==> config.mk <==
export PLATFORM = sky130hd
export DESIGN_NAME = modbus_rtu_read_holding_master_core
export DESIGN_NICKNAME = d
export VERILOG_FILES = /design/src/rtl/mbrtu_pkg.sv /design/src/rtl/modbus_rtu_read_holding_master_core.sv
export SDC_FILE = /design/constraint.sdc
export NUM_CORES = 1
export LEC_CHECK = 0
export BUFFER_PORTS_ARGS = -buffer_cell sky130_fd_sc_hd__buf_4
export CAP_MARGIN = 10
export CORE_ASPECT_RATIO = 1.4
export CORE_MARGIN = 1.5
export CORE_UTILIZATION = 47
export CTS_CLUSTER_DIAMETER = 120
export DETAILED_ROUTE_END_ITERATION = 8
export GPL_TIMING_DRIVEN = 0
export PLACE_DENSITY = 0.68
export REMOVE_ABC_BUFFERS = 1
export SETUP_SLACK_MARGIN = 0.4
export SLEW_MARGIN = 10
export SYNTH_ARGS = -nofsm -noshare
export SYNTH_HDL_FRONTEND = slang
export SYNTH_SLANG_ARGS = --single-unit
==> constraint.sdc <==
create_clock -name clk -period 6.5 [get_ports clk]
set_input_delay 0.65 -clock clk [delete_from_list [all_inputs] [get_ports clk]]
set_output_delay 0.65 -clock clk [all_outputs]
set_load 0.02 [all_outputs]
==> src/rtl/mbrtu_pkg.sv <==
// Shared constants for the Modbus RTU read-holding-registers master.
`default_nettype none

package mbrtu_pkg;

  // Input word kinds (s_tuser)
  localparam logic [1:0] REQ_START = 2'd0;
  localparam logic [1:0] REQ_RXBYTE = 2'd1;
  localparam logic [1:0] REQ_TICK = 2'd2;

  // Output word kinds (m_tuser)
  localparam logic [1:0] KIND_TX = 2'd0;
  localparam logic [1:0] KIND_WORD = 2'd1;
  localparam logic [1:0] KIND_STATUS = 2'd2;

  // Final status codes
  localparam logic [2:0] ST_OK = 3'd0;
  localparam logic [2:0] ST_FRAME = 3'd1;
  localparam logic [2:0] ST_TIMEOUT = 3'd2;
  localparam logic [2:0] ST_CRC = 3'd3;
  localparam logic [2:0] ST_EXC = 3'd4;

  // Register indexes (paddr[2])
  localparam logic REG_DEV_ADDR = 1'b0;
  localparam logic REG_TIMEOUT = 1'b1;

  localparam logic [7:0] FUNC_READ = 8'h03;
  localparam logic [15:0] CRC_INIT = 16'hFFFF;
  localparam logic [15:0] CRC_POLY = 16'hA001;
  localparam logic [7:0] DEV_ADDR_RESET = 8'd1;
  localparam logic [15:0] TIMEOUT_RESET = 16'd1000;
  localparam logic [17:0] REPLY_OVERHEAD = 18'd5;

endpackage

`default_nettype wire

==> src/rtl/modbus_rtu_read_holding_master_core.sv <==
// Modbus RTU master core for function 0x03 (read holding registers).
`default_nettype none

// The core takes one input word at a time (s_tuser selects a request, a received
// serial byte or a one millisecond tick) and returns result words on the master
// stream: request bytes to transmit, register words, and one final status word
// marked by m_tlast. A request runs the CRC-16 bit-serially over the six header
// bytes (one bit per cycle through a shift register), then offers the eight
// frame bytes, one per cycle while the sink takes them. A received byte that is
// covered by the CRC runs through the same one-bit CRC step. When the reply is
// complete, the check runs, and each register word is then read through the
// single read port of the reply buffer (two byte reads with registered data).
// A finished result waits in the output register while the next input word is
// taken. The reply buffer holds MAX_FRAME_BYTES bytes and needs no clearing
// after reset.
module modbus_rtu_read_holding_master_core #(
  parameter int MAX_FRAME_BYTES = 64
) (
  input  wire logic        clk,
  input  wire logic        rst,
  // input stream
  input  wire logic        s_tvalid,
  output logic             s_tready,
  input  wire logic [39:0] s_tdata,   // start_reg[15:0], reg_count[31:16], rx_byte[39:32]
  input  wire logic [1:0]  s_tuser,   // req_type[1:0]
  // result stream
  output logic             m_tvalid,
  input  wire logic        m_tready,
  output logic [31:0]      m_tdata,   // tx_byte[7:0], reg_index[12:8], reg_word[28:13],
                                      // status[31:29]
  output logic [1:0]       m_tuser,   // out_kind[1:0]
  output logic             m_tlast,   // last
  // configuration
  input  wire logic        psel,
  input  wire logic        penable,
  input  wire logic        pwrite,
  input  wire logic [2:0]  paddr,
  input  wire logic [31:0] pwdata,
  output logic [31:0]      prdata,
  output logic             pready
);
  import mbrtu_pkg::*;

  localparam int AW = $clog2(MAX_FRAME_BYTES);
  localparam int BW = $clog2(MAX_FRAME_BYTES + 1);

  typedef enum logic [8:0] {
    S_READY   = 9'b000000001,
    S_REQ_CRC = 9'b000000010,
    S_REQ_TX  = 9'b000000100,
    S_RX_CRC  = 9'b000001000,
    S_CHECK   = 9'b000010000,
    S_RD_HI   = 9'b000100000,
    S_RD_LO   = 9'b001000000,
    S_EMIT    = 9'b010000000,
    S_STATUS  = 9'b100000000
  } state_t;

  state_t state;

  // configuration registers
  logic [7:0]  dev_addr;
  logic [15:0] timeout;

  // run state
  logic          receiving;
  logic [BW-1:0] bytes_received;
  logic [BW-1:0] reply_length;
  logic [AW-1:0] pending;
  logic [15:0]   elapsed;
  logic [15:0]   crc;
  logic [15:0]   req_start;
  logic [15:0]   req_count;
  logic          too_long;
  logic [7:0]    sh;
  logic [2:0]    bit_cnt;
  logic [2:0]    byte_idx;
  logic [2:0]    st_code;
  logic [7:0]    hdr_addr, hdr_func, hdr_cnt;
  logic [7:0]    b_last, b_prev;
  logic [AW-1:0] rd_ptr;
  logic [AW-1:0] widx;
  logic [7:0]    hi_byte;

  // reply buffer
  logic [7:0]    mem [MAX_FRAME_BYTES];
  logic [7:0]    mem_rdata;
  logic          mem_we;

  // output register
  logic [1:0]  out_kind;
  logic [7:0]  out_tx;
  logic [4:0]  out_idx;
  logic [15:0] out_word;
  logic [2:0]  out_status;
  logic        out_last;

  // input fields
  logic [1:0]  in_type;
  logic [15:0] in_start, in_count;
  logic [7:0]  in_byte;
  logic        in_acc, out_free, out_load;

  assign in_type  = s_tuser;
  assign in_start = s_tdata[15:0];
  assign in_count = s_tdata[31:16];
  assign in_byte  = s_tdata[39:32];

  assign s_tready = (state == S_READY);
  assign in_acc   = s_tvalid && s_tready;
  assign out_free = !m_tvalid || m_tready;
  assign out_load = out_free && (state == S_REQ_TX || state == S_EMIT || state == S_STATUS);

  assign m_tdata = {out_status, out_word, out_idx, out_tx};
  assign m_tuser = out_kind;
  assign m_tlast = out_last;

  // Configuration port: decode by word address, ignore byte lanes.
  logic cfg_wr;
  assign pready = 1'b1;
  assign cfg_wr = psel && penable && pwrite && pready;
  assign prdata = (paddr[2] == REG_TIMEOUT) ? {16'd0, timeout} : {24'd0, dev_addr};

  // One CRC-16 bit step: feed the low bit of the shift register.
  logic        crc_fb;
  logic [15:0] crc_next;
  assign crc_fb   = crc[0] ^ sh[0];
  assign crc_next = {1'b0, crc[15:1]} ^ (crc_fb ? CRC_POLY : 16'd0);

  // Request frame byte selected by position.
  logic [7:0] frame_byte;
  logic [2:0] frame_sel;
  always_comb begin
    unique case (frame_sel)
      3'd0: frame_byte = dev_addr;
      3'd1: frame_byte = FUNC_READ;
      3'd2: frame_byte = req_start[15:8];
      3'd3: frame_byte = req_start[7:0];
      3'd4: frame_byte = req_count[15:8];
      3'd5: frame_byte = req_count[7:0];
      3'd6: frame_byte = crc[7:0];
      default: frame_byte = crc[15:8];
    endcase
  end
  assign frame_sel = (state == S_REQ_CRC) ? byte_idx + 3'd1 : byte_idx;

  // Request length arithmetic.
  logic [17:0] exp_len;
  logic        exp_too_long;
  assign exp_len      = REPLY_OVERHEAD + {1'b0, in_count, 1'b0};
  assign exp_too_long = exp_len > 18'(MAX_FRAME_BYTES);

  // Receive byte bookkeeping.
  logic          byte_ok;
  logic [BW-1:0] rcv_next;
  logic          rcv_done;
  logic          rcv_crc;
  assign byte_ok  = receiving && (bytes_received < reply_length)
                    && (bytes_received < BW'(MAX_FRAME_BYTES));
  assign rcv_next = bytes_received + BW'(1);
  assign rcv_done = (rcv_next == reply_length);
  assign rcv_crc  = ({1'b0, bytes_received} + (BW + 1)'(2)) < {1'b0, reply_length};
  assign mem_we   = in_acc && (in_type == REQ_RXBYTE) && byte_ok;

  // Saturating tick count.
  logic [15:0] elapsed_next;
  assign elapsed_next = (elapsed == 16'hFFFF) ? elapsed : elapsed + 16'd1;

  // Reply checks.
  logic crc_bad, hdr_bad, cnt_bad;
  assign crc_bad = crc != {b_last, b_prev};
  assign hdr_bad = (hdr_addr != dev_addr) || (hdr_func != FUNC_READ);
  assign cnt_bad = 16'(hdr_cnt) != 16'({pending, 1'b0});

  // Reply buffer: write on each stored byte, read for word assembly.
  always_ff @(posedge clk) begin
    if (mem_we) begin
      mem[bytes_received[AW-1:0]] <= in_byte;
    end
    if (state == S_RD_HI || state == S_RD_LO) begin
      mem_rdata <= mem[rd_ptr];
    end
  end

  always_ff @(posedge clk) begin
    if (rst) begin
      state          <= S_READY;
      m_tvalid       <= 1'b0;
      dev_addr       <= DEV_ADDR_RESET;
      timeout        <= TIMEOUT_RESET;
      receiving      <= 1'b0;
      bytes_received <= '0;
      reply_length   <= '0;
      pending        <= '0;
      elapsed        <= '0;
      crc            <= CRC_INIT;
    end else begin
      if (cfg_wr) begin
        if (paddr[2] == REG_DEV_ADDR) begin
          dev_addr <= pwdata[7:0];
        end else begin
          timeout <= pwdata[15:0];
        end
      end

      // Raise the output word on a load; drop it once taken.
      if (out_load) begin
        m_tvalid <= 1'b1;
      end else if (m_tready) begin
        m_tvalid <= 1'b0;
      end

      unique case (state)
        S_READY: begin
          if (in_acc) begin
            priority if (in_type == REQ_START) begin
              // Abandon any reply in progress and start over.
              receiving      <= 1'b0;
              bytes_received <= '0;
              elapsed        <= '0;
              req_start      <= in_start;
              req_count      <= in_count;
              if (in_count == 16'd0) begin
                st_code <= ST_FRAME;
                state   <= S_STATUS;
              end else begin
                crc          <= CRC_INIT;
                sh           <= dev_addr;
                bit_cnt      <= '0;
                byte_idx     <= '0;
                too_long     <= exp_too_long;
                reply_length <= BW'(exp_len);
                pending      <= AW'(in_count);
                state        <= S_REQ_CRC;
              end
            end else if (in_type == REQ_RXBYTE) begin
              if (byte_ok) begin
                bytes_received <= rcv_done ? BW'(0) : rcv_next;
                b_last         <= in_byte;
                b_prev         <= b_last;
                if (bytes_received == BW'(0)) hdr_addr <= in_byte;
                if (bytes_received == BW'(1)) hdr_func <= in_byte;
                if (bytes_received == BW'(2)) hdr_cnt  <= in_byte;
                if (rcv_crc) begin
                  sh      <= in_byte;
                  bit_cnt <= '0;
                  state   <= S_RX_CRC;
                end else if (rcv_done) begin
                  // Close the receive window; the buffer keeps the reply.
                  receiving <= 1'b0;
                  elapsed   <= '0;
                  state     <= S_CHECK;
                end
              end
            end else if (in_type == REQ_TICK) begin
              if (receiving) begin
                if (elapsed_next >= timeout) begin
                  receiving      <= 1'b0;
                  bytes_received <= '0;
                  elapsed        <= '0;
                  st_code        <= ST_TIMEOUT;
                  state          <= S_STATUS;
                end else begin
                  elapsed <= elapsed_next;
                end
              end
            end else begin
              // unused kind: nothing to do
            end
          end
        end

        S_REQ_CRC: begin
          crc     <= crc_next;
          bit_cnt <= bit_cnt + 3'd1;
          if (bit_cnt == 3'd7) begin
            if (byte_idx == 3'd5) begin
              byte_idx <= '0;
              state    <= S_REQ_TX;
            end else begin
              byte_idx <= byte_idx + 3'd1;
              sh       <= frame_byte;
            end
          end else begin
            sh <= {1'b0, sh[7:1]};
          end
        end

        S_REQ_TX: begin
          if (out_free) begin
            out_kind   <= KIND_TX;
            out_tx     <= frame_byte;
            out_idx    <= '0;
            out_word   <= '0;
            out_status <= ST_OK;
            out_last   <= 1'b0;
            byte_idx   <= byte_idx + 3'd1;
            if (byte_idx == 3'd7) begin
              priority if (too_long) begin
                st_code <= ST_FRAME;
                state   <= S_STATUS;
              end else if (timeout == 16'd0) begin
                st_code <= ST_TIMEOUT;
                state   <= S_STATUS;
              end else begin
                receiving <= 1'b1;
                crc       <= CRC_INIT;
                state     <= S_READY;
              end
            end
          end
        end

        S_RX_CRC: begin
          crc     <= crc_next;
          sh      <= {1'b0, sh[7:1]};
          bit_cnt <= bit_cnt + 3'd1;
          if (bit_cnt == 3'd7) begin
            state <= S_READY;
          end
        end

        S_CHECK: begin
          rd_ptr <= AW'(3);
          widx   <= '0;
          priority if (crc_bad) begin
            st_code <= ST_CRC;
            state   <= S_STATUS;
          end else if (hdr_bad) begin
            st_code <= hdr_func[7] ? ST_EXC : ST_FRAME;
            state   <= S_STATUS;
          end else if (cnt_bad) begin
            st_code <= ST_FRAME;
            state   <= S_STATUS;
          end else begin
            state <= S_RD_HI;
          end
        end

        S_RD_HI: begin
          rd_ptr <= rd_ptr + AW'(1);
          state  <= S_RD_LO;
        end

        S_RD_LO: begin
          hi_byte <= mem_rdata;
          rd_ptr  <= rd_ptr + AW'(1);
          state   <= S_EMIT;
        end

        S_EMIT: begin
          if (out_free) begin
            out_kind   <= KIND_WORD;
            out_tx     <= '0;
            out_idx    <= 5'(widx);
            out_word   <= {hi_byte, mem_rdata};
            out_status <= ST_OK;
            out_last   <= 1'b0;
            widx       <= widx + AW'(1);
            if (widx + AW'(1) == pending) begin
              st_code <= ST_OK;
              state   <= S_STATUS;
            end else begin
              state <= S_RD_HI;
            end
          end
        end

        S_STATUS: begin
          if (out_free) begin
            out_kind   <= KIND_STATUS;
            out_tx     <= '0;
            out_idx    <= '0;
            out_word   <= '0;
            out_status <= st_code;
            out_last   <= 1'b1;
            receiving  <= 1'b0;
            crc        <= CRC_INIT;
            state      <= S_READY;
          end
        end

        default: begin
          state <= S_READY;
        end
      endcase
    end
  end

  // The receive count never reaches the expected length while listening.
  a_rx_bounded: assert property (@(posedge clk) disable iff (rst)
    receiving |-> bytes_received < reply_length)
    else $error("receive count reached reply length while listening");

  // Counters are cleared whenever no reply is awaited.
  a_idle_clear: assert property (@(posedge clk) disable iff (rst)
    !receiving |-> (bytes_received == '0) && (elapsed == '0))
    else $error("receive counters not cleared outside a reply");

  // Only a status word closes a run.
  a_last_status: assert property (@(posedge clk) disable iff (rst)
    m_tvalid && m_tlast |-> m_tuser == KIND_STATUS)
    else $error("last marker on a non-status word");

  // Header CRC covers exactly six bytes.
  a_crc_bytes: assert property (@(posedge clk) disable iff (rst)
    (state == S_REQ_CRC) |-> byte_idx <= 3'd5)
    else $error("request CRC ran past the header");

  a_state_onehot: assert property (@(posedge clk) disable iff (rst)
    $onehot(state))
    else $error("state register lost its one-hot code");

endmodule

`default_nettype wire
### Word level (Yosys, flattened, before mapping)

Memory sizes are Yosys's and may differ from the RTL's. A register that Yosys moved wholly into a read port is not among the register bits.
Index checks and enable logic that the tools add are counted.

| operators by class | value |
|---|---|
| add/sub/neg operators | 8 |
| magnitude comparators | 5 |
| eq/ne operators | 67 |
| muxes and demuxes | 133 |
| bitwise operators | 6 |
| reductions and logical operators | 65 |

Operator list:

| operator | number |
|---|---|
| $mux W16 | 21 |
| $mux W9 | 23 |
| $mux W3 | 31 |
| $pmux W9 S9 | 1 |
| $mux W8 | 10 |
| $pmux W16 S4 | 1 |
| $pmux W8 S7 | 1 |
| $mux W7 | 7 |
| $reduce_and A7 Y1 | 6 |
| $logic_not A16 Y1 | 2 |
| $pmux W16 S2 | 1 |
| $pmux W6 S2 | 2 |
| $pmux W8 S3 | 1 |
| $reduce_bool A3 Y1 | 7 |
| $reduce_and A4 Y1 | 5 |
| $mux W1 | 19 |
| $add A3 B17 Y18 const A | 1 |
| $eq A3 B3 Y1 const B | 6 |
| $gt A18 B7 Y1 const B | 1 |
| $ne A2 B1 Y1 const B | 9 |
| $ne A3 B1 Y1 const B | 6 |
| $ne A3 B2 Y1 const B | 6 |
| $add A16 B1 Y16 const B | 1 |
| $eq A16 B16 Y1 const B | 1 |
| other kinds (67) | 115 |

| storage, ports and cells | value |
|---|---|
| flip-flop bits (word level) | 232 |
| RAM bits | 512 |
| output and inout port bits | 70 |
| logic and storage cells | 316 |
| memories | 1 |

Memories:

| name | words | width | read ports | clocked after memory_dff | wr ports | line | text |
|---|---|---|---|---|---|---|---|
| mem | 64 | 8 | 1 | 1 | 1 | modbus_rtu_read_holding_master_core.sv:86 | `logic [7:0] mem [MAX_FRAME_BYTES];` |

### Longest topological paths before layout

Gate-level depths: netlist of run 1.

| logic depth | value |
|---|---|
| word-level depth | 10 |
| mapped depth | 18 |
| mapped depth without buffers | 14 |

### Worst setup path before layout of run 1

Ideal clock, no wire load.

| timing | value |
|---|---|
| kind | flip-flop to flip-flop |
| start | register reply_length[1] |
| end | register hdr_addr[0] (enable) |
| library setup time | 0.332 ns |
| arrival time | 3.765 ns |
| data required time | 6.168 ns |
| path slack | 2.403 ns |
| stages on the path, launching flop included | 10 |
| path buffers | 1 |
| clock period less this slack | 4.097 ns |
| cell sequence | dfxtp_1 clkbuf_1 inv_1 ha_1 or3b_2 a21oi_1 or2_2 nor4_1 nor4b_1 and2_1 |

| on the way | value |
|---|---|
| longest elaborated chain between the ends | 4 |

RTL lines:

| element | line | text |
|---|---|---|
| start, declared | modbus_rtu_read_holding_master_core.sv:68 | `logic [BW-1:0] reply_length;` |
| start signal, assigned | modbus_rtu_read_holding_master_core.sv:232 | `reply_length <= BW'(exp_len);` |
| $lt A7 B7 Y1 | modbus_rtu_read_holding_master_core.sv:158 | `assign byte_ok = receiving && (bytes_received < reply_length)` |
| $logic_and A1 B1 Y1 | modbus_rtu_read_holding_master_core.sv:158 |  |
| $logic_and A1 B1 Y1 | modbus_rtu_read_holding_master_core.sv:159 | `&& (bytes_received < BW'(MAX_FRAME_BYTES));` |
| $reduce_and A7 Y1 (no line) | n/a |  |
| end signal, assigned | modbus_rtu_read_holding_master_core.sv:241 | `if (bytes_received == BW'(0)) hdr_addr <= in_byte;` |
| end, declared | modbus_rtu_read_holding_master_core.sv:79 | `logic [7:0] hdr_addr, hdr_func, hdr_cnt;` |

No other way between the ends.
A chain may end at the register's enable or synchronous reset.

### Worst setup path after layout of run 1

| timing | value |
|---|---|
| start | register bytes_received[0] |
| end | register elapsed[10] |

| on the way | value |
|---|---|
| longest elaborated chain between the ends | 5 |
| elaborated cells on any way between the ends | 12 |

RTL lines:

| element | line | text |
|---|---|---|
| start, declared | modbus_rtu_read_holding_master_core.sv:67 | `logic [BW-1:0] bytes_received;` |
| start signal, assigned | modbus_rtu_read_holding_master_core.sv:238 | `bytes_received <= rcv_done ? BW'(0) : rcv_next;` |
| parallel branches: the longest is 4 deep, another holds $add A7 B2 Y8 | n/a |  |
| $reduce_and A7 Y1 (no line) * | n/a |  |
| end signal, assigned | modbus_rtu_read_holding_master_core.sv:264 | `elapsed <= elapsed_next;` |
| end, declared | modbus_rtu_read_holding_master_core.sv:70 | `logic [15:0] elapsed;` |

Every way passes the cells marked *.

==> summary.md, run 1 <==
| Metric | Value |
|---|---|
| Ports | 154 |
| Total wire length | 78,900 um |
| Ys flop type | edfxtp_1 |
| Synth Instances | 1,992 |
| Max Freq | between 0.2 and 0.25 GHz |
| Die Area | between 60,000 and 70,000 um^2 |
| Vias | ~18k |
| Core box area | 66,800 um^2 |
| Largest fanout on the critical path | 24 |
| Skew final | between 0.02 and 0.025 ns |
| Number of cell rows | 112 |
| CP Class | register to register |
| CTS buffer count | just over 70 |
| RSZ-0062 raised after global routing | no |
| Seq/Total Area, Yosys | 68.2% |
| Layout cells sized above 1 | 21.7% |
| Clk buf depth | 3 |
| Relative slew slack | 24.6% |
| Multi-input logic area | 9560 um^2 |
| Placed cell count | 2,901 |
| Post-Synthesis Cell Area | about 32,000 um^2 |
| Fill cells | 5,181 |
| Post-DR wirelength/cell | 26.1 um |
| First-pass GRT wire length | 118,000 um |
| Max Cap Viol | 0 |
| GR Overflow Total | 0 |
| Clock Sinks | 751 |
| Setup crit end kind | register |
| Clock root cell | clkbuf_16 |
| Synth unique cells | 79 |
| Initial antenna violation count | 0 |
| N_diodes | 0 |
| Die height | around 310 um |
| Skew-Pair Late Insertion Delay | 0.63 ns |
| Largest net degree at the start of global routing | 72 |
| Status | complete, no violations |
| Post-CTS setup buffer count | 0 |
| Yosys warns | 0 |
| H-tree levels | 3 |
| Placer congestion estimate | 0.929 |
| Finished Layout Cells | ~3k |
| Area delta synth->final | 14.1% |
| GRT Total Usage | 23.0% |
| Data required, critical path | approximately 7 ns |
| Avg Cell Area, Syn | between 15 and 20 um^2 |
| Final Net Count | 2,250 |
| Hold Buf Count CTS | 0 |
| Period Utilization, post-route | 71.7% |
| Final Total Pwr | 10.1 mW |
| HPWL Detailed | 54,400 um |
| Post-synth EDFFs | 665 |
| Final hold violations | 0 |
| Worst slew pin tran | about 1.1 ns |
| Remaining antenna violation count after routing | 0 |
| P_leak | 11.9 nW |
| Max Slew Vio Count | 0 |
| Post-route DRC violation count | 0 |
| Min Tclk post-route | 4.66 ns |
| TritonRoute pass-1 iters | 6 |
| Ys async rst share | 0% |
| Vias in the first global route | 18.6k |
| 1st-iter DRT viols | 1,569 |
| Die Wd | 223 um |
| Peak supply drop | 0.212 mV |
| # port buffers | around 120 |
| #FFs+latches synth | 751 |
| Tightest Hold Check Type | primary input to register |
| Clock transition at path regs | ~0.070 ns |
| Starting Density | 47.6% |
| CTS resizes | 0 |
| CTS tree | built |
| Startpoint types | register |
| FF/Latch Area | 21,700 um^2 |
| Arrival time worst endpoint | a little over 5 ns |
| Pwr dens | 279 nW/um^2 |
| Setup violations, final | 0 |
| Vias per cell | ~6 |
## sequential cells by signal, summed over array words and instances, names as in the netlist, 7 cells and up
name	count
hdr_cnt	8
b_last	8
elapsed	16
req_start	16
reply_length	7
state	9
timeout	16
crc	16
sh	8
bytes_received	7
req_count	16
mem_rdata	8
hdr_func	8
b_prev	8
out_word	16
out_tx	8
hdr_addr	8
hi_byte	8
mem	512
dev_addr	8
## critical path, cell delays in order (launching register included)
cell and delay (ns):
dfxtp_1 0.61, clkinv_1 0.42, ha_1 0.45, xor2_1 0.15, o31a_1 0.25, a31oi_1 0.57, nand4_1 0.99, or2_0 0.72
o41ai_1 0.35
## stage by stage
| step | TNS, ns | cell area [um^2] | hold slack, ns | setup slack [ns] | util, % |
|---|---|---|---|---|---|
| 6_report | 0 | 36300 | 0.202 | 1.84 | 54.3 |
| 4_1_cts | 0 | 36300 | 0.187 | 1.86 | 54.3 |
| 3_3_place_gp | -31.47 | 33300 | 0.431 | -2.82 | 49.9 |
| 2_1_floorplan | -3.29 | 31400 | 0.417 | -0.411 | - |
| 5_1_grt | 0 | 36300 | 0.192 | 1.43 | 54.3 |
| 3_5_place_dp | 0 | 34000 | 0.429 | 1.87 | 50.9 |
## final timing paths
check | startpoint | to | slack [ns] | depth (start not counted)
hold / removal | s_tdata[6] | req_start[6] | 0.20 | 1
setup / recovery | bytes_received[0] | elapsed[10] | 1.84 | 8
hold reg to reg | mem_rdata[1] | hi_byte[1] | 0.45 | 0
setup reg to reg | bytes_received[0] | elapsed[10] | 1.84 | 8
## placed cells by master, fill, tap and decap left out, drive strengths merged, types with 6 or more instances in the layout
cell type / n
buf: 155
o31ai: 11
and2: 34
o211ai: 20
xor2: 47
or2: 7
inv: 46
or3: 8
nor3b: 6
dfxtp: 86
a31oi: 6
nor3: 30
nand2b: 12
mux2: 10
conb: 17
clkinv: 22
a22o: 8
mux4: 168
a21oi: 91
nor2b: 12
nand3: 43
nor2: 151
clkinvlp: 6
edfxtp: 665
a211oi: 16
a22oi: 6
o21ai: 25
and3: 9
nor4: 24
o22ai: 15
mux2i: 6
xnor2: 25
and4: 9
clkbuf: 93
nand4: 16
o41ai: 9
nand2: 146
ha: 46
## cell type report
class	count	area share (%)
flip-flops and latches	751	59.7
clock buffers	92	5.34
clock inverters	35	0.906
repair buffers	156	4.32
well taps	855	2.95
inverters	44	0.455
multi-input cells	1096	26.3
## Yosys cell counts, types with 8 or more instances
| cell | instances | area [um^2] |
|---|---|---|
| nor2_1 | 151 | 567 |
| nand2_1 | 146 | 548 |
| a211oi_1 | 14 | 105 |
| a21oi_1 | 91 | 455 |
| mux4_2 | 168 | 3780 |
| xnor2_1 | 25 | 219 |
| buf_4 | 17 | 128 |
| nand2b_1 | 12 | 75.1 |
| edfxtp_1 | 665 | 20000 |
| o21ai_0 | 24 | 120 |
| nand3_1 | 43 | 215 |
| a22o_1 | 8 | 70.1 |
| or3_1 | 8 | 50.1 |
| and3_1 | 9 | 56.3 |
| buf_1 | 18 | 67.6 |
| clkbuf_1 | 78 | 293 |
| nor2b_1 | 12 | 75.1 |
| xor2_1 | 47 | 412 |
| o22ai_1 | 15 | 93.8 |
| o211ai_1 | 20 | 150 |
| dfxtp_1 | 86 | 1720 |
| inv_1 | 41 | 154 |
| nor3_1 | 29 | 145 |
| nor4_1 | 22 | 138 |
| o41ai_1 | 8 | 70.1 |
| o31ai_1 | 11 | 82.6 |
| and4_1 | 9 | 78.8 |
| ha_1 | 46 | 576 |
| and2_1 | 34 | 213 |
| mux2_2 | 10 | 113 |
| nand4_1 | 16 | 100 |
## kinds of logic (layout without fill, tap and decap cells)
group | after synthesis | in the layout | synth area share (%)
buf+inv | 160 | 327 | 2.10
simple gates | 524 | 524 | 7.97
fa+ha+maj | 46 | 46 | 1.81
other cells | 2 | 17 | 0.0236
mux | 184 | 184 | 12.4
xor+xnor | 73 | 73 | 2.06
compound gates | 252 | 252 | 5.45
flops | 751 | 751 | 68.2
## report_power, final
| group | total (mW) | switching (mW) | internal, mW | leakage, nW |
|---|---|---|---|---|
| sequential | 5.35 | 0.0533 | 5.29 | 6.68 |
| combinational | 0.679 | 0.468 | 0.211 | 4.11 |
| clock | 4.10 | 1.78 | 2.32 | 1.10 |
| total | 10.1 | 2.30 | 7.82 | 11.9 |
## metal layers
metal	vias up	part of all wire (%)	wire length [um]	track usage, %
li1	8039	-	-	-
met1	9207	36	28500	26.3
met2	705	53	41900	41.2
met3	172	5.2	4080	3.31
met4	0	5.7	4490	12.9
met5	-	0	0	0
Note: power is estimated with default switching activity, not from simulation.
==> run 2: changes to the inputs <==
clock period = 4.29 ns   (was 6.5 ns; I/O delays follow)
==> run 2 against run 1 <==
Routed wire length grew 1.6%. Critical path depth stayed put. Sequential share of layout area is 1.0 points lower. Clock-buffer cell count did not move. Non-clock buffer count rose by 34. Final area grew 1.8%. Sequential power rose by 51%. Highest routed layer unchanged. Sequential cell count unchanged. Combinational power rose by 59%. Final cell count grew 1.2%. Utilization increased by 0.96 points. Register-to-register slack worse by 1.5 ns.
==> summary.md, run 2 (synthesis gave the netlist of run 1 again) <==
| Metric | Value |
|---|---|
| RSZ-0062 raised after global routing | yes |
| HPWL Detailed | approximately 54,000 um |
| Total wire length | 80,200 um |
| Setup violations, final | 0 |
| Setup crit end kind | register |
| Min Tclk post-route | 3.95 ns |
| First-pass GRT wire length | between 100,000 and 150,000 um |
| Core box area | around 67,000 um^2 |
| Die Area | 69,300 um^2 |
| N_diodes | 0 |
| GRT Total Usage | 23.3% |
| Vias in the first global route | 18.8k |
| Worst Reg-to-Reg Cells | 8 |
| Skew-Pair Late Insertion Delay | 0.63 ns |
| Placed cell count | around 2.9k |
| Finished Core Util | 55.3% |
| Clk buf depth | 3 |
| Commonest cells after routing, fill and taps aside | edfxtp_1 (665), mux4_2 (168), nand2_1 (146), buf_4 (139), nor2_1 (97) |
| Placer congestion estimate | 0.929 |
| Vias | 18.3k |
| Multi-input logic area | 9880 um^2 |
| Initial antenna violation count | 0 |
| H-tree levels | 3 |
| Period Utilization, post-route | 92.0% |
| Startpoint types | register |
| Final Net Count | 2,285 |
| Max Freq | 0.253 GHz |
| P_leak | 12.1 nW |
| Remaining antenna violation count after routing | 0 |
| Largest fanout on the critical path | 10 |
| Largest net degree at the start of global routing | 72 |
| Fill cells | 5,108 |
| Placed Instance Area | 34,000 um^2 |
| Commonest non-fill, non-tap cell in the layout | edfxtp_1 |
| Max Slew Vio Count | 0 |
| Arrival time worst endpoint | 4.20 ns |
| Data required, critical path | 4.55 ns |
| Post-route DRC violation count | 0 |
| Worst slew pin tran | 1.16 ns |
| Relative slew slack | a little over a fifth |
| # port buffers | 118 |
| Starting Density | ~48% |
| Clock Sinks | 751 |
| Final hold violations | 0 |
| Pwr dens | 417 nW/um^2 |
| Peak supply drop | 0.323 mV |
| Vias per cell | 5.96 |
| Status | complete, no violations |
| Ports | 154 |
| Area delta synth->final | 16.2% |
| Die height | between 300 and 400 um |
| Largest register FFs | approximately 510 |
| Clock root cell | clkbuf_16 |
| Finished Layout Cells | 3,064 |
| GR Overflow Total | 0 |
| Max Cap Viol | 0 |
| Number of cell rows | 112 |
| Die Wd | 223 um |
| Post-DR wirelength/cell | 26.2 um |
| Skew final | 0.0178 ns |
| TritonRoute pass-1 iters | 6 |
| CTS tree | built |
| Hold Path Stages | 1 |
| Fin area | 37,000 um^2 |
| Clock transition at path regs | ~0.06 ns |
| Layout cells sized above 1 | between 20% and 30% |
| 1st-iter DRT viols | 1,700 |
| FF/Latch Area | around 22,000 um^2 |
| CTS buffer count | 71 |
| Setup tns final | 0 ns |
| Tightest Hold Check Type | primary input to register |
| CP Class | register to register |
## run 2: stage by stage
step	setup WS [ns]	hold WS, ns	total power [mW]
3_5_place_dp	-0.343	0.429	9.27
4_1_cts	0.184	0.00818	15.4
5_1_grt	0.204	0.0161	15.8
6_report	0.345	0.0225	15.4
2_1_floorplan	-2.62	0.417	8.81
3_3_place_gp	-5.03	0.431	9.24
## run 2: cell type report
| type | count | share of cell area [%] |
|---|---|---|
| multi-input combinational | 1097 | 26.7 |
| sequential | 751 | 58.7 |
| tap | 855 | 2.89 |
| clock buffer | 92 | 5.25 |
| clock inverter | 35 | 0.890 |
| timing repair buffer | 190 | 5.08 |
| inverter | 44 | 0.447 |
## run 2: what timing repair did
| item | CTS | global route |
|---|---|---|
| pin swaps | 4 | 6 |
| setup buffers | 6 | 6 |
| resized for setup | 45 | 51 |
| hold buffers | 22 | 0 |
| setup endpoints to repair | 513 | 517 |
| endpoints found under the hold margin | 22 | 0 |
| cloned | 1 | 0 |
## run 2: metal layers
layer | vias up | wire length [um] | GRT usage (%)
met3 | 190 | 4150 | 3.18
met5 | - | 0 | 0
met1 | 9245 | 29000 | 26.7
met2 | 710 | 42500 | 42.1
met4 | 0 | 4530 | 12.4
li1 | 8111 | - | -
## run 2: critical path, stage by stage (launching register included)
cell	delay (ns)
dfxtp_1	0.65
inv_1	0.14
ha_1	0.32
or3b_2	0.11
a21oi_1	0.09
or2_2	0.35
nor3_4	0.48
nand3_1	0.72
nor2_2	0.69
## run 2: worst paths after layout
| kind | startpoint | end | slack, ns |
|---|---|---|---|
| max reg2reg | reply_length[1] | mem[53][1] | 0.34 |
| max | reply_length[1] | mem[53][1] | 0.34 |
| min | s_tdata[22] | req_count[6] | 0.02 |
| min reg2reg | mem_rdata[0] | hi_byte[0] | 0.45 |
## run 2: power breakdown
group,switching [mW],internal (mW)
combinational,0.731,0.346
clock,2.71,3.51
sequential,0.0811,8.02
total,3.52,11.9
==> run 3: changes to the inputs <==
CORE_MARGIN = 5   (was 1.5)
==> run 3 against run 2 <==
Sequential cell count is the same. Fmax grew 1.8%. Sequential power is essentially flat. Clock skew up 0.0029 ns. Routed wire length is 0.37% lower. Global-route usage is 1.8 points lower. Sequential share of layout area increased by 0.18 points. Utilization is 0.65 points lower.
==> summary.md, run 3 (synthesis gave the netlist of run 1 again) <==
| Metric | Value |
|---|---|
| FF/Latch Area | 21,700 um^2 |
| Startpoint types | register |
| Multi-input logic area | 9820 um^2 |
| Largest stage delay, worst path | ~0.74 ns |
| Post-route DRC violation count | 0 |
| P_leak | 12.0 nW |
| Commonest non-fill, non-tap cell in the layout | edfxtp_1 |
| Skew-Pair Late Insertion Delay | 0.63 ns |
| Reg2Reg Setup Slack | 0.41 ns |
| Clock transition at path regs | 0.07 ns |
| Largest fanout on the critical path | 10 |
| Final Net Count | 2,284 |
| Starting Density | between 40% and 50% |
| CP Cell Sequence | nor4_2 > nand4_1 > nor3_4 > nand3_1 > nor2_2 |
| Crit path launch | state[8] |
| Fill cells | approximately 5.2k |
| 1st-iter DRT viols | between 1.5k and 2k |
| H-tree levels | 3 |
| Die Wd | 230 um |
| Worst Reg-to-Reg Cells | 5 |
| Setup crit end kind | register |
| Area delta synth->final | 15.8% |
| Final hold violations | 0 |
| R2R Path End | mem[50][6] |
| RSZ-0062 raised after global routing | yes |
| Die Area | between 70,000 and 80,000 um^2 |
| CTS buffer count | slightly below 70 |
| Status | complete, no violations |
| Min Tclk post-route | just under 4 ns |
| Number of cell rows | 113 |
| Die height | 318 um |
| Setup violations, final | 0 |
| CP max-delay cell | nand3_1 |
| N_diodes | 0 |
| Arrival time worst endpoint | 4.14 ns |
| Crit path to | mem[50][6] |
| GRT Total Usage | between 20% and 30% |
| Data required, critical path | 4.55 ns |
| Worst slew pin tran | 1.21 ns |
| Clk buf depth | 3 |
| Tightest Hold Check Type | primary input to register |
| Vias per cell | 6.03 |
| # port buffers | approximately 120 |
| Pwr dens | 415 nW/um^2 |
| Layout cells sized above 1 | 25.0% |
| Period Utilization, post-route | 90.3% |
| Largest net degree at the start of global routing | just over 70 |
| TritonRoute pass-1 iters | 6 |
| Max Slew Vio Count | 0 |
| Ports | 154 |
| Vias | around 19k |
| First-pass GRT wire length | roughly 120,000 um |
| HPWL Detailed | 54,100 um |
| Final Total Pwr | 15.3 mW |
| Clock root cell | clkbuf_16 |
| Commonest cells after routing, fill and taps aside | edfxtp_1 (665), mux4_2 (168), nand2_1 (146), buf_4 (135), nor2_1 (94) |
| Peak supply drop | 0.217 mV |
| Reg2reg start | state[8] |
| Core box area | 67,400 um^2 |
| CTS tree | built |
| CP Class | register to register |
| Vias in the first global route | 19.2k |
| Largest register FFs | 512 |
| Total wire length | 79,900 um |
| Max Cap Viol | 0 |
| Placer congestion estimate | 0.949 |
| Skew final | 0.0207 ns |
| Post-DR wirelength/cell | 26.0 um |
| Max Freq | about 0.26 GHz |
| Clock Sinks | 751 |
| Remaining antenna violation count after routing | 0 |
| Finished Core Util | 54.6% |
| Relative slew slack | approximately a fifth |
| GR Overflow Total | 0 |
| Initial antenna violation count | 0 |
-- run 3: layer usage --
layer  GRT usage [%]  part of all wire [%]
met5               0                     0
met4            11.9                   6.0
met3            2.86                   6.0
met2            38.9                    53
met1            24.7                    35
-- run 3: how the worst min path moves through the flow --
stage	from	to	slack [ns]	cells after the start
after floorplan	mem_rdata[0]	hi_byte[0]	0.42	0
after global placement	mem_rdata[2]	hi_byte[2]	0.43	0
after detailed placement	mem_rdata[2]	hi_byte[2]	0.43	0
after CTS	s_tdata[23]	req_count[7]	0.0001	1
after global routing	s_tdata[23]	req_count[7]	0.007	1
final	s_tdata[23]	req_count[7]	0.03	1
-- run 3: critical path, delay by kind of cell, from the launching register on --
family	cells	cell delay, ns
flip-flops	1	0.35
AND/OR/NAND/NOR	5	3.14
-- run 3: per-stage QoR --
stage | TNS, ns | instances | hold slack, ns | setup WS [ns] | area [um^2]
floorplan | -30.68 | 1891 | 0.417 | -2.62 | 31400
detailed placement | -5.86 | 2907 | 0.432 | -0.420 | 34000
finish | 0 | 3070 | 0.0274 | 0.414 | 36900
global placement | -164.37 | 2871 | 0.426 | -5.04 | 33300
CTS | 0 | 3066 | 0.000111 | 0.230 | 36700
global route | 0 | 3070 | 0.00675 | 0.255 | 36900
-- run 3: layout make-up --
cell class	count	share of cell area (%)
flip-flops and latches	751	58.9
multi-input cells	1097	26.6
repair buffers	191	5.06
clock buffers	81	4.83
well taps	862	2.93
clock inverters	44	1.20
inverters	44	0.458
-- run 3: what timing repair did --
item / CTS / global route
hold buffers: 26 / 0
buffers inserted: 7 / 4
pin swaps: 4 / 4
endpoints found under the hold margin: 26 / 0
gates resized for setup: 40 / 48
gates cloned: 1 / 0
endpoints found under the setup margin: 506 / 488
-- run 3: where the power goes --
group / total [mW] / switching, mW / internal, mW
clock network: 6.11 / 2.73 / 3.38
logic: 1.07 / 0.727 / 0.345
registers: 8.10 / 0.0811 / 8.02
total: 15.3 / 3.54 / 11.7
